**src/rtl/amlci_pkg.sv**
```systemverilog
package amlci_pkg;

    localparam int KW_NUM = 5;

    localparam int KW_LIGHT  = 0;
    localparam int KW_MOTOR  = 1;
    localparam int KW_CLEAR  = 2;
    localparam int KW_COMMIT = 3;
    localparam int KW_INFO   = 4;

    localparam logic [7:0] CHAR_SPACE = 8'h20;
    localparam logic [7:0] CHAR_PLUS  = 8'h2B;
    localparam logic [7:0] CHAR_MINUS = 8'h2D;
    localparam logic [7:0] CHAR_ZERO  = 8'h30;
    localparam logic [7:0] CHAR_NINE  = 8'h39;
    localparam logic [7:0] CHAR_NUL   = 8'h00;

    localparam logic [2:0] POS_MAX  = 3'd7;
    localparam logic [2:0] IDX_SAT  = 3'd7;

    typedef logic [KW_NUM-1:0] kw_mask_t;

    localparam kw_mask_t KW_ALL = '1;

    localparam logic [7:0] KW_TEXT [KW_NUM][8] = '{
        '{8'h4C, 8'h49, 8'h47, 8'h48, 8'h54, 8'h00, 8'h00, 8'h00},
        '{8'h4D, 8'h4F, 8'h54, 8'h4F, 8'h52, 8'h00, 8'h00, 8'h00},
        '{8'h43, 8'h4C, 8'h45, 8'h41, 8'h52, 8'h00, 8'h00, 8'h00},
        '{8'h43, 8'h4F, 8'h4D, 8'h4D, 8'h49, 8'h54, 8'h00, 8'h00},
        '{8'h49, 8'h4E, 8'h46, 8'h4F, 8'h00, 8'h00, 8'h00, 8'h00}
    };

    localparam logic [2:0] KW_LEN [KW_NUM] = '{3'd5, 3'd5, 3'd5, 3'd6, 3'd4};

    typedef enum logic [1:0] {
        REPLY_SILENT  = 2'd0,
        REPLY_INFO    = 2'd1,
        REPLY_UNKNOWN = 2'd2
    } reply_t;

    typedef enum logic [1:0] {
        DRIVE_BRAKE   = 2'd0,
        DRIVE_FORWARD = 2'd1,
        DRIVE_REVERSE = 2'd2
    } drive_t;

    // finished line as handed from parser to executor
    typedef struct packed {
        kw_mask_t    cand;
        logic [2:0]  idx;
        logic [15:0] value;
        logic        empty;
        logic        has_args;
    } parse_res_t;

    typedef struct packed {
        logic   lamp_one;
        logic   lamp_zero;
        drive_t right_drive;
        drive_t left_drive;
        reply_t reply;
    } exec_out_t;

endpackage

```
**src/rtl/ascii_motor_light_command_interpreter.sv**
```systemverilog
// The last beat of a line is held in the input register; its result is written to the
// result register. Throughput: one input beat per cycle while no result waits on m_tready;
// while one waits, the input register can still take one beat if it is empty.
// Reset (aresetn low, synchronous): parser cleared, shadows zero, motors brake,
// lamps off, both channels empty.
module ascii_motor_light_command_interpreter #(
    parameter int MOTOR_COUNT = 2,
    parameter int LAMP_COUNT  = 2,
    parameter int TOKEN_LIMIT = 4
) (
    input  logic       aclk,
    input  logic       aresetn,
    input  logic       s_tvalid,
    output logic       s_tready,
    input  logic [7:0] s_tdata,   // [7:0] line_byte
    input  logic       s_tlast,   // line_end
    output logic       m_tvalid,
    input  logic       m_tready,
    output logic [7:0] m_tdata    // [1:0] reply, [3:2] left_drive, [5:4] right_drive,
                                  // [6] lamp_zero, [7] lamp_one
);
    import amlci_pkg::*;

    logic       in_valid_reg, in_valid_next;
    logic [7:0] in_byte_reg;
    logic       in_last_reg;
    logic       m_tvalid_reg, m_tvalid_next;
    logic [7:0] m_tdata_reg;
    logic       advance;
    logic       fire;
    parse_res_t res;
    exec_out_t  eout;

    assign advance  = !m_tvalid_reg || m_tready;
    assign s_tready = !in_valid_reg || advance;
    assign fire     = in_valid_reg && advance;

    amlci_parser #(
        .TOKEN_LIMIT(TOKEN_LIMIT)
    ) u_parser (
        .aclk     (aclk),
        .aresetn  (aresetn),
        .step     (fire),
        .line_byte(in_byte_reg),
        .line_end (in_last_reg),
        .res      (res)
    );

    amlci_exec #(
        .MOTOR_COUNT(MOTOR_COUNT),
        .LAMP_COUNT (LAMP_COUNT)
    ) u_exec (
        .aclk   (aclk),
        .aresetn(aresetn),
        .fire   (fire && in_last_reg),
        .res    (res),
        .out    (eout)
    );

    always_comb begin
        in_valid_next = in_valid_reg;
        if (s_tvalid && s_tready) begin
            in_valid_next = 1'b1;
        end else if (fire) begin
            in_valid_next = 1'b0;
        end
        m_tvalid_next = m_tvalid_reg;
        if (fire && in_last_reg) begin
            m_tvalid_next = 1'b1;
        end else if (m_tready) begin
            m_tvalid_next = 1'b0;
        end
    end

    always_ff @(posedge aclk) begin
        if (!aresetn) begin
            in_valid_reg <= 1'b0;
            m_tvalid_reg <= 1'b0;
        end else begin
            in_valid_reg <= in_valid_next;
            m_tvalid_reg <= m_tvalid_next;
        end
    end

    always_ff @(posedge aclk) begin
        if (s_tvalid && s_tready) begin
            in_byte_reg <= s_tdata;
            in_last_reg <= s_tlast;
        end
        if (fire && in_last_reg) begin
            m_tdata_reg <= {eout.lamp_one, eout.lamp_zero, eout.right_drive,
                            eout.left_drive, eout.reply};
        end
    end

    assign m_tvalid = m_tvalid_reg;
    assign m_tdata  = m_tdata_reg;

endmodule

```
**src/rtl/amlci_parser.sv**
```systemverilog
module amlci_parser #(
    parameter int TOKEN_LIMIT = 4
) (
    input  logic                 aclk,
    input  logic                 aresetn,
    input  logic                 step,
    input  logic [7:0]           line_byte,
    input  logic                 line_end,
    output amlci_pkg::parse_res_t res
);
    import amlci_pkg::*;

    localparam int CW = $clog2(TOKEN_LIMIT + 1);

    typedef struct packed {
        logic [CW-1:0] count;
        kw_mask_t      cand;
        logic [2:0]    pos;
        logic [2:0]    idx;
        logic [15:0]   value;
        logic          in_tok;
        logic          sign;
        logic          stopped;
    } pstate_t;

    localparam pstate_t PS_CLEAR = '{
        count: '0, cand: KW_ALL, pos: '0, idx: '0, value: '0,
        in_tok: 1'b0, sign: 1'b0, stopped: 1'b0
    };

    pstate_t work_reg, work_next;
    pstate_t kept_reg, kept_next;
    pstate_t w, kept_after, fin;
    logic    drop;
    logic    keep;

    function automatic pstate_t finish_tok(input pstate_t p);
        pstate_t q;
        q = p;
        if (p.in_tok && (p.count != '0)) begin
            if (p.count == CW'(1)) begin
                for (int k = 0; k < KW_NUM; k++) begin
                    if (KW_LEN[k] != p.pos) q.cand[k] = 1'b0;
                end
            end else if (p.count == CW'(2)) begin
                if (p.sign && (p.idx != '0)) q.idx = IDX_SAT;
            end else if (p.count == CW'(3)) begin
                if (p.sign) q.value = 16'(-p.value);
            end
            q.in_tok = 1'b0;
            q.sign   = 1'b0;
        end
        return q;
    endfunction

    function automatic pstate_t feed(input pstate_t p, input logic [7:0] c);
        pstate_t    q;
        logic [3:0] d;
        logic [6:0] iv;
        q  = p;
        d  = 4'(c - CHAR_ZERO);
        iv = 7'({p.idx, 3'b000}) + 7'({p.idx, 1'b0}) + 7'(d);
        if (p.count == CW'(1)) begin
            for (int k = 0; k < KW_NUM; k++) begin
                if ((p.pos >= KW_LEN[k]) || (KW_TEXT[k][p.pos] != c)) q.cand[k] = 1'b0;
            end
            if (p.pos != POS_MAX) q.pos = p.pos + 3'd1;
        end else if ((p.count == CW'(2)) || (p.count == CW'(3))) begin
            if (c == CHAR_PLUS) begin
                q.sign = 1'b0;
            end else if (c == CHAR_MINUS) begin
                q.sign = 1'b1;
            end else if ((c >= CHAR_ZERO) && (c <= CHAR_NINE)) begin
                if (p.count == CW'(2)) begin
                    q.idx = (iv > 7'(IDX_SAT)) ? IDX_SAT : iv[2:0];
                end else begin
                    q.value = {p.value[12:0], 3'b000} + {p.value[14:0], 1'b0} + 16'(d);
                end
            end
        end
        return q;
    endfunction

    always_comb begin
        w    = work_reg;
        drop = 1'b0;
        keep = 1'b0;
        if (!work_reg.stopped) begin
            if (line_byte == CHAR_NUL) begin
                w.stopped = 1'b1;
            end else if (line_byte == CHAR_SPACE) begin
                w = finish_tok(work_reg);
            end else begin
                if (!work_reg.in_tok) begin
                    if (work_reg.count >= CW'(TOKEN_LIMIT)) begin
                        drop = 1'b1;
                    end else begin
                        w.count  = work_reg.count + CW'(1);
                        w.in_tok = 1'b1;
                        w.sign   = 1'b0;
                    end
                end
                if (!drop) w = feed(w, line_byte);
            end
            keep = !drop && (line_byte > CHAR_SPACE);
        end
        kept_after = keep ? w : kept_reg;
        fin        = finish_tok(kept_after);
    end

    always_comb begin
        work_next = work_reg;
        kept_next = kept_reg;
        if (step) begin
            if (line_end) begin
                work_next = PS_CLEAR;
                kept_next = PS_CLEAR;
            end else begin
                work_next = w;
                kept_next = kept_after;
            end
        end
    end

    always_ff @(posedge aclk) begin
        if (!aresetn) begin
            work_reg <= PS_CLEAR;
            kept_reg <= PS_CLEAR;
        end else begin
            work_reg <= work_next;
            kept_reg <= kept_next;
        end
    end

    assign res.cand     = fin.cand;
    assign res.idx      = fin.idx;
    assign res.value    = fin.value;
    assign res.empty    = (fin.count == '0);
    assign res.has_args = (fin.count > CW'(2));

endmodule

```
**src/rtl/amlci_exec.sv**
```systemverilog
module amlci_exec #(
    parameter int MOTOR_COUNT = 2,
    parameter int LAMP_COUNT  = 2
) (
    input  logic                  aclk,
    input  logic                  aresetn,
    input  logic                  fire,
    input  amlci_pkg::parse_res_t res,
    output amlci_pkg::exec_out_t  out
);
    import amlci_pkg::*;

    logic [15:0] shadow_lamp_reg  [LAMP_COUNT];
    logic [15:0] shadow_motor_reg [MOTOR_COUNT];
    logic        active_lamp_reg  [LAMP_COUNT];
    drive_t      active_drive_reg [MOTOR_COUNT];
    logic        active_lamp_next [LAMP_COUNT];
    drive_t      active_drive_next[MOTOR_COUNT];

    logic   do_light, do_motor, do_clear, do_commit;
    reply_t reply;
    logic [1:0] lamp_vec;
    drive_t     drive_vec [2];

    always_comb begin
        do_light  = 1'b0;
        do_motor  = 1'b0;
        do_clear  = 1'b0;
        do_commit = 1'b0;
        reply     = REPLY_SILENT;
        priority if (res.empty) begin
            reply = REPLY_SILENT;
        end else if (res.cand[KW_LIGHT]) begin
            do_light = res.has_args;
        end else if (res.cand[KW_MOTOR]) begin
            do_motor = res.has_args;
        end else if (res.cand[KW_CLEAR]) begin
            do_clear = 1'b1;
        end else if (res.cand[KW_COMMIT]) begin
            do_commit = 1'b1;
        end else if (res.cand[KW_INFO]) begin
            reply = REPLY_INFO;
        end else begin
            reply = REPLY_UNKNOWN;
        end
    end

    always_comb begin
        for (int i = 0; i < LAMP_COUNT; i++) begin
            active_lamp_next[i] = do_commit ? (shadow_lamp_reg[i][7:0] != 8'h00)
                                            : active_lamp_reg[i];
        end
        for (int i = 0; i < MOTOR_COUNT; i++) begin
            if (!do_commit) begin
                active_drive_next[i] = active_drive_reg[i];
            end else if (shadow_motor_reg[i] == 16'h0000) begin
                active_drive_next[i] = DRIVE_BRAKE;
            end else if (shadow_motor_reg[i][15]) begin
                active_drive_next[i] = DRIVE_REVERSE;
            end else begin
                active_drive_next[i] = DRIVE_FORWARD;
            end
        end
    end

    always_ff @(posedge aclk) begin
        if (!aresetn) begin
            for (int i = 0; i < LAMP_COUNT; i++) begin
                shadow_lamp_reg[i] <= '0;
                active_lamp_reg[i] <= 1'b0;
            end
            for (int i = 0; i < MOTOR_COUNT; i++) begin
                shadow_motor_reg[i] <= '0;
                active_drive_reg[i] <= DRIVE_BRAKE;
            end
        end else if (fire) begin
            for (int i = 0; i < LAMP_COUNT; i++) begin
                if (do_clear) begin
                    shadow_lamp_reg[i] <= '0;
                end else if (do_light && (res.idx == 3'(i))) begin
                    shadow_lamp_reg[i] <= res.value;
                end
                active_lamp_reg[i] <= active_lamp_next[i];
            end
            for (int i = 0; i < MOTOR_COUNT; i++) begin
                if (do_clear) begin
                    shadow_motor_reg[i] <= '0;
                end else if (do_motor && (res.idx == 3'(i))) begin
                    shadow_motor_reg[i] <= res.value;
                end
                active_drive_reg[i] <= active_drive_next[i];
            end
        end
    end

    for (genvar g = 0; g < 2; g++) begin : g_pins
        if (g < LAMP_COUNT) begin : g_lamp
            assign lamp_vec[g] = active_lamp_next[g];
        end else begin : g_no_lamp
            assign lamp_vec[g] = 1'b0;
        end
        if (g < MOTOR_COUNT) begin : g_motor
            assign drive_vec[g] = active_drive_next[g];
        end else begin : g_no_motor
            assign drive_vec[g] = DRIVE_BRAKE;
        end
    end

    assign out.reply       = reply;
    assign out.left_drive  = drive_vec[0];
    assign out.right_drive = drive_vec[1];
    assign out.lamp_zero   = lamp_vec[0];
    assign out.lamp_one    = lamp_vec[1];

endmodule

```
**config.mk**
```make
export PLATFORM = sky130hd
export DESIGN_NAME = ascii_motor_light_command_interpreter
export DESIGN_NICKNAME = d
export VERILOG_FILES = /design/src/rtl/amlci_pkg.sv /design/src/rtl/ascii_motor_light_command_interpreter.sv /design/src/rtl/amlci_parser.sv /design/src/rtl/amlci_exec.sv
export SDC_FILE = /design/constraint.sdc
export NUM_CORES = 1
export LEC_CHECK = 0
export BUFFER_PORTS_ARGS = -buffer_cell sky130_fd_sc_hd__buf_2
export CAP_MARGIN = 15
export CORE_ASPECT_RATIO = 1.25
export CORE_MARGIN = 2
export CORE_UTILIZATION = 68
export DETAILED_ROUTE_END_ITERATION = 6
export PLACE_DENSITY = 0.85
export SLEW_MARGIN = 20
export SYNTH_ARGS = -nofsm -noshare
export SYNTH_HDL_FRONTEND = slang
export SYNTH_SLANG_ARGS = --single-unit
```
**constraint.sdc**
```tcl
create_clock -name aclk -period 6.39 [get_ports aclk]
set_clock_uncertainty 0.15 [all_clocks]
set_input_delay 0 -clock aclk [delete_from_list [all_inputs] [get_ports aclk]]
set_output_delay 0 -clock aclk [all_outputs]
set_load 0.005 [all_outputs]
```
* Word-level counts from Yosys, hierarchy flattened
Memories as Yosys holds them, arrays and structs flattened. Cells that the tools add are included.
Operators by class: add/sub/neg operators 9, equal/unequal tests 25, multiply operators 0, order comparisons 10, div/mod/pow operators 0, shift-type cells 0, reduce and logical (&&, ||, !) cells 38, mux-type cells 148, bitwise logic cells 13
Operators with widths (count):
- 16-bit 2-to-1 mux | 15
- 33-bit 2-to-1 mux | 5
- 19-bit 2-to-1 mux | 7
- 8-bit 2-to-1 mux | 11
- 1-bit 2-to-1 mux | 79
- 21-bit 2-to-1 mux | 2
- 8-bit != test | 5
- 3-bit 2-to-1 mux | 12
- 16-bit logical NOT | 2
- 32-bit 2-to-1 mux | 1
- 16-bit negation | 2
- 30-bit 2-to-1 mux | 1
- 8-bit by 6-bit == test with 1-bit output, second input constant | 3
- 2-bit 2-to-1 mux | 11
- 5-bit 2-to-1 mux | 4
- 3-bit by 2-bit == test with 1-bit output, second input constant | 6
- 3-bit != test, first input constant | 6
- 16-bit adder | 1
- 16-bit by 4-bit adder with 16-bit output | 1
- 8-bit nonzero test | 2
- 1-bit logical AND | 13
- 3-bit by 1-bit == test with 1-bit output, second input constant | 4
- 3-bit greater-or-equal comparator, second input constant | 4
- 1-bit OR | 12
- other kinds (19) | 34
Storage, ports and cells: memory bits (read-only) 320, latch bits 0, bits in writable memories 70, output and inout bits 10, input port bits 13, word-level logic and storage cells 273, memories 9, bits in registers 84
Memories:
- (name not given) | depth 8, bits a word 8, rd ports 1, clocked after memory_dff 0, wr ports 0, RTL line amlci_parser.sv:65 | if ((p.pos >= KW_LEN[k]) || (KW_TEXT[k][p.pos] != c)) q.cand[k] = 1'b0;
- (name not given) | depth 8, bits a word 8, rd ports 1, clocked after memory_dff 0, wr ports 0, RTL line amlci_parser.sv:65
- (name not given) | depth 8, bits a word 8, rd ports 1, clocked after memory_dff 0, wr ports 0, RTL line amlci_parser.sv:65
- (name not given) | depth 8, bits a word 8, rd ports 1, clocked after memory_dff 0, wr ports 0, RTL line amlci_parser.sv:65
- (name not given) | depth 8, bits a word 8, rd ports 1, clocked after memory_dff 0, wr ports 0, RTL line amlci_parser.sv:65
- u_exec.shadow_lamp_reg | depth 2, bits a word 16, rd ports 2, clocked after memory_dff 0, wr ports 2, RTL line amlci_exec.sv:13 | logic [15:0] shadow_lamp_reg [LAMP_COUNT];
- 3 more memories

* Longest topological paths before layout
depth in word-level cells 32, gate-level depth with buffers 16, depth with buffers taken out 14

* By module
Synthesis repeated with hierarchy kept, for this count alone.
Second synthesis, totals: cells, all modules 1008, area total of the unflattened synthesis 9098.7 um^2
Modules (own cells, without submodules):
- amlci_parser | seq. area each 1301.2 um^2, area each 6103.4 um^2, times used 1, cells an instance 813
- amlci_exec | seq. area each 1621.6 um^2, area each 2372.3 um^2, times used 1, cells an instance 165
- ascii_motor_light_command_interpreter | seq. area each 550.5 um^2, area each 623.1 um^2, times used 1, cells an instance 30

* Worst setup path after synthesis
No wires, ideal clock.
kind register -> register, start register u_parser.work_reg[32] (netlist bit), end memory u_exec.shadow_motor_reg[0][0], enable pin, period minus slack after synthesis 4.060 ns, buffers on the path 2, required time 5.868 ns, slack 2.330 ns, arrival 3.539 ns, cell stages (with the launch flop) 14, setup time 0.372 ns, cells stage by stage dfxtp_1 clkbuf_1 inv_1 ha_1 or4b_1 a21oi_2 nand3_1 mux2i_1 o21a_1 a31o_2 a211oi_1 nand2_1 clkbuf_1 nand2_1
RTL lines:
- from (decl) | RTL line amlci_parser.sv:31 | pstate_t work_reg, work_next;
- from (signal assigned) | RTL line amlci_parser.sv:130 | work_reg <= work_next;
- to (decl) | RTL line amlci_exec.sv:14 | logic [15:0] shadow_motor_reg [MOTOR_COUNT];

==> results.yml <==
worst_setup_path:
  startpoint_type: "register"
  critPathBufInv: 2
  crit_required_ns: 6.28
  critPathMaxStageDelay_ns: 0.62
  arrival_ns: 4.68
  crit_family: "simple AND/OR/NAND/NOR gates"
  criticalPathCategory: "reg -> reg"
  crit_fanout: 17
  crit_chain: "inv_1 -> fa_1 -> inv_1 -> ha_1 -> a21oi_1 -> nand3_1 -> o21ai_0 -> nand4_1 -> nor2_1 -> a21oi_1 -> mux2_2 -> nor3b_1 -> nand2_1 -> nand2_1"
  r2r-start: "in_byte_reg[3]"
  end_kind: "register"
  slowest_stage: "edfxtp_1"
  startpoint: "in_byte_reg[3]"
global_route:
  track_usage_pct: 32.8
  grt_pass1_wl_um: 36800
  antenna_found_initial: 0
  grt_pass1_vias: 7506
  grt_max_degree: 59
  grt_overflow_total: 0
sta:
  final-hold-violation-count: 0
  tns_ns: 0
  fmax_ghz: 0.209
  setup_viol_count_final: 0
  fin_crit_ns: 4.80
  period_share_pct: 75.0
  rsz0062_at_grt: "no"
  tightest_slew_ns: 1.01
  final-max-slew-violation-count: 0
  slew_headroom_pct: 32.4
cells_and_area:
  utilization_pct: 76.4
  antenna_cells: 0
  syn2layout_area_growth_pct: 9.01
  final_cell_mix: "94 x nor2_1, 90 x nand2_1, 73 x o21ai_0, 71 x edfxtp_1, 67 x dfxtp_1"
  drive_gt1_share_pct: 10.0
  finish.net_count: 1054
  largest_reg_flops: 33
  final_common_cell: "nor2_1"
die:
  die_area_sq_mm: 0.0141
  die-width_um: 107
  die_h_um: 132
  fp-row-count: 46
  io_pins: 23
  start_util_pct: 70.1
  core_sq_mm: 0.0128
routing:
  wl_per_cell_um: 19.6
  drt_pass1_iterations: 6
  ant_nets: 0
  finalWirelength_um: 23000
  drt_iter0_markers: 921
  vias_per_cell: 6.72
  via_count: 7889
  drcViolationCount: 0
synth:
  synth_top_area_share_pct: 23.8
  synth_cell_types: 92
  synth-seq-cells: 138
  ys.flop_type: "edfxtp_1"
  synth_area_leaders: "edfxtp_1 24%, dfxtp_1 15%, ha_1 6.1%"
  synth_edf_count: 71
  syn_nets: 1048
  async_flop_share_pct: 0
  yosysWarnings: 0
  seq_area_frac_synth_pct: 38.8
  netlist_instances: 987
  yosysTopAreaCell: "edfxtp_1"
  synth.avg_cell_area_sq_um: 9.07
  synth_area_sq_mm: 0.00895
power_and_ir_drop:
  power.density_mw_per_mm2: 227
  irDropWorstVdd_uv: 194
  power_leakage_uw: 0.00363
placed_design:
  place.gp.congestion: 0.940
  dp_hpwl_um: 15800
  port_buffers: 22
cts:
  numCtsBuffers: 17
  post-cts-setup-buffers: 0
  h-tree-depth: 4
  cts.sinks: 138
  insertion_delay_ns: 0.44
  root_buffer: "clkbuf_16"
  cts_resized: 0
  clockBufferDepth: 2
  cts_tree: "built"
  cts_hold_buf: 12
  path_clk_slew_ns: 0.07
flow_run:
  maxCapViolations: 0
run_status:
  outcome: "finished, final reports clean"
min_path:
  hold_path_class: "in -> reg"
  hold_start: "s_tdata[6]"
-- worst paths after layout --
check	endpoint	slack (ns)	cells past startpoint
setup / recovery	u_exec.shadow_motor_reg[1][8]	1.59	14
hold / removal	in_byte_reg[6]	0.12	2
setup reg to reg	u_exec.shadow_motor_reg[1][8]	1.59	14
hold reg to reg	u_parser.work_reg[27]	0.31	2
-- where the power goes --
| part | leakage, uW | internal, uW | switching [uW] |
|---|---|---|---|
| sequential | 0.00126 | 961 | 27.5 |
| clock | 0.000289 | 559 | 450 |
| combinational | 0.00207 | 82.3 | 137 |
| total | 0.00363 | 1600 | 614 |
-- metal layers --
layer  routed length, um  global-route usage (%)  vias to the layer above
met1                9010                    41.1                     3740
met4                 761                    12.7                        0
li1                    -                       -                     3663
met2               11400                    56.1                      407
met5                   0                       0                        -
met3                1790                    5.83                       79
-- cells in the mapped netlist, drive strengths merged, types with 4 or more instances --
| cell type | count |
|---|---|
| nand3b | 5 |
| edfxtp | 71 |
| a31o | 4 |
| a21boi | 11 |
| a21o | 5 |
| and2b | 4 |
| a22oi | 19 |
| fa | 4 |
| inv | 35 |
| o21a | 7 |
| o41ai | 4 |
| o22ai | 8 |
| clkbuf | 27 |
| nand2b | 9 |
| o211ai | 12 |
| nand2 | 92 |
| dfxtp | 67 |
| a31oi | 21 |
| nor2b | 37 |
| xor2 | 12 |
| nor4 | 17 |
| and3 | 7 |
| nor3 | 21 |
| and2 | 20 |
| nand4 | 8 |
| a32oi | 10 |
| or3 | 7 |
| nor4b | 5 |
| a41oi | 6 |
| xnor2 | 25 |
| buf | 22 |
| nor3b | 7 |
| ha | 44 |
| mux2 | 6 |
| nand3 | 19 |
| a21oi | 66 |
| o31ai | 13 |
| mux2i | 9 |
| a211oi | 9 |
| nor2 | 97 |
| o21ai | 79 |
-- per-stage QoR --
stage	worst slack, ns	instances	total power (uW)	instance area [sq um]	hold slack [ns]
floorplan	2.33	987	1160	8950	-0.0511
global placement	1.86	1130	1210	9040	0.0266
detailed placement	1.74	1130	1210	9040	0.0281
CTS	1.68	1174	2210	9760	0.0972
global route	1.34	1174	2270	9760	0.132
finish	1.59	1174	2220	9760	0.122
-- layout make-up --
class / instances / area, sq um
clock buffers: 17 / 425
clock inverters: 15 / 173
fillers: 924 / 3020
inverters: 35 / 131
multi-input cells: 765 / 5100
flip-flops and latches: 138 / 3470
well taps: 168 / 210
repair buffers: 36 / 245
-- worst register-to-register path, cell delays in order, from the launching register on --
cell and delay [ns]:
edfxtp_1 0.62, inv_1 0.16, fa_1 0.62, inv_1 0.06
ha_1 0.30, a21oi_1 0.21, nand3_1 0.12, o21ai_0 0.09
nand4_1 0.28, nor2_1 0.23, a21oi_1 0.11, mux2_2 0.32
nor3b_1 0.17, nand2_1 0.42, nand2_1 0.52
-- cells by family (layout without fill, tap and decap cells) --
kind of cell             count (synthesis)  after routing  synth area share [%]
flip-flops                             138            138                  38.8
multiplexers                            15             15                  1.93
AO/OA/AOI/OAI                          297            297                  22.4
XOR/XNOR                                37             37                  3.70
buffers and inverters                   84            103                  4.25
AND/OR/NAND/NOR                        368            368                  21.9
adder cells (fa/ha/maj)                 48             48                  7.04
Power figures use the tool's default switching activity.
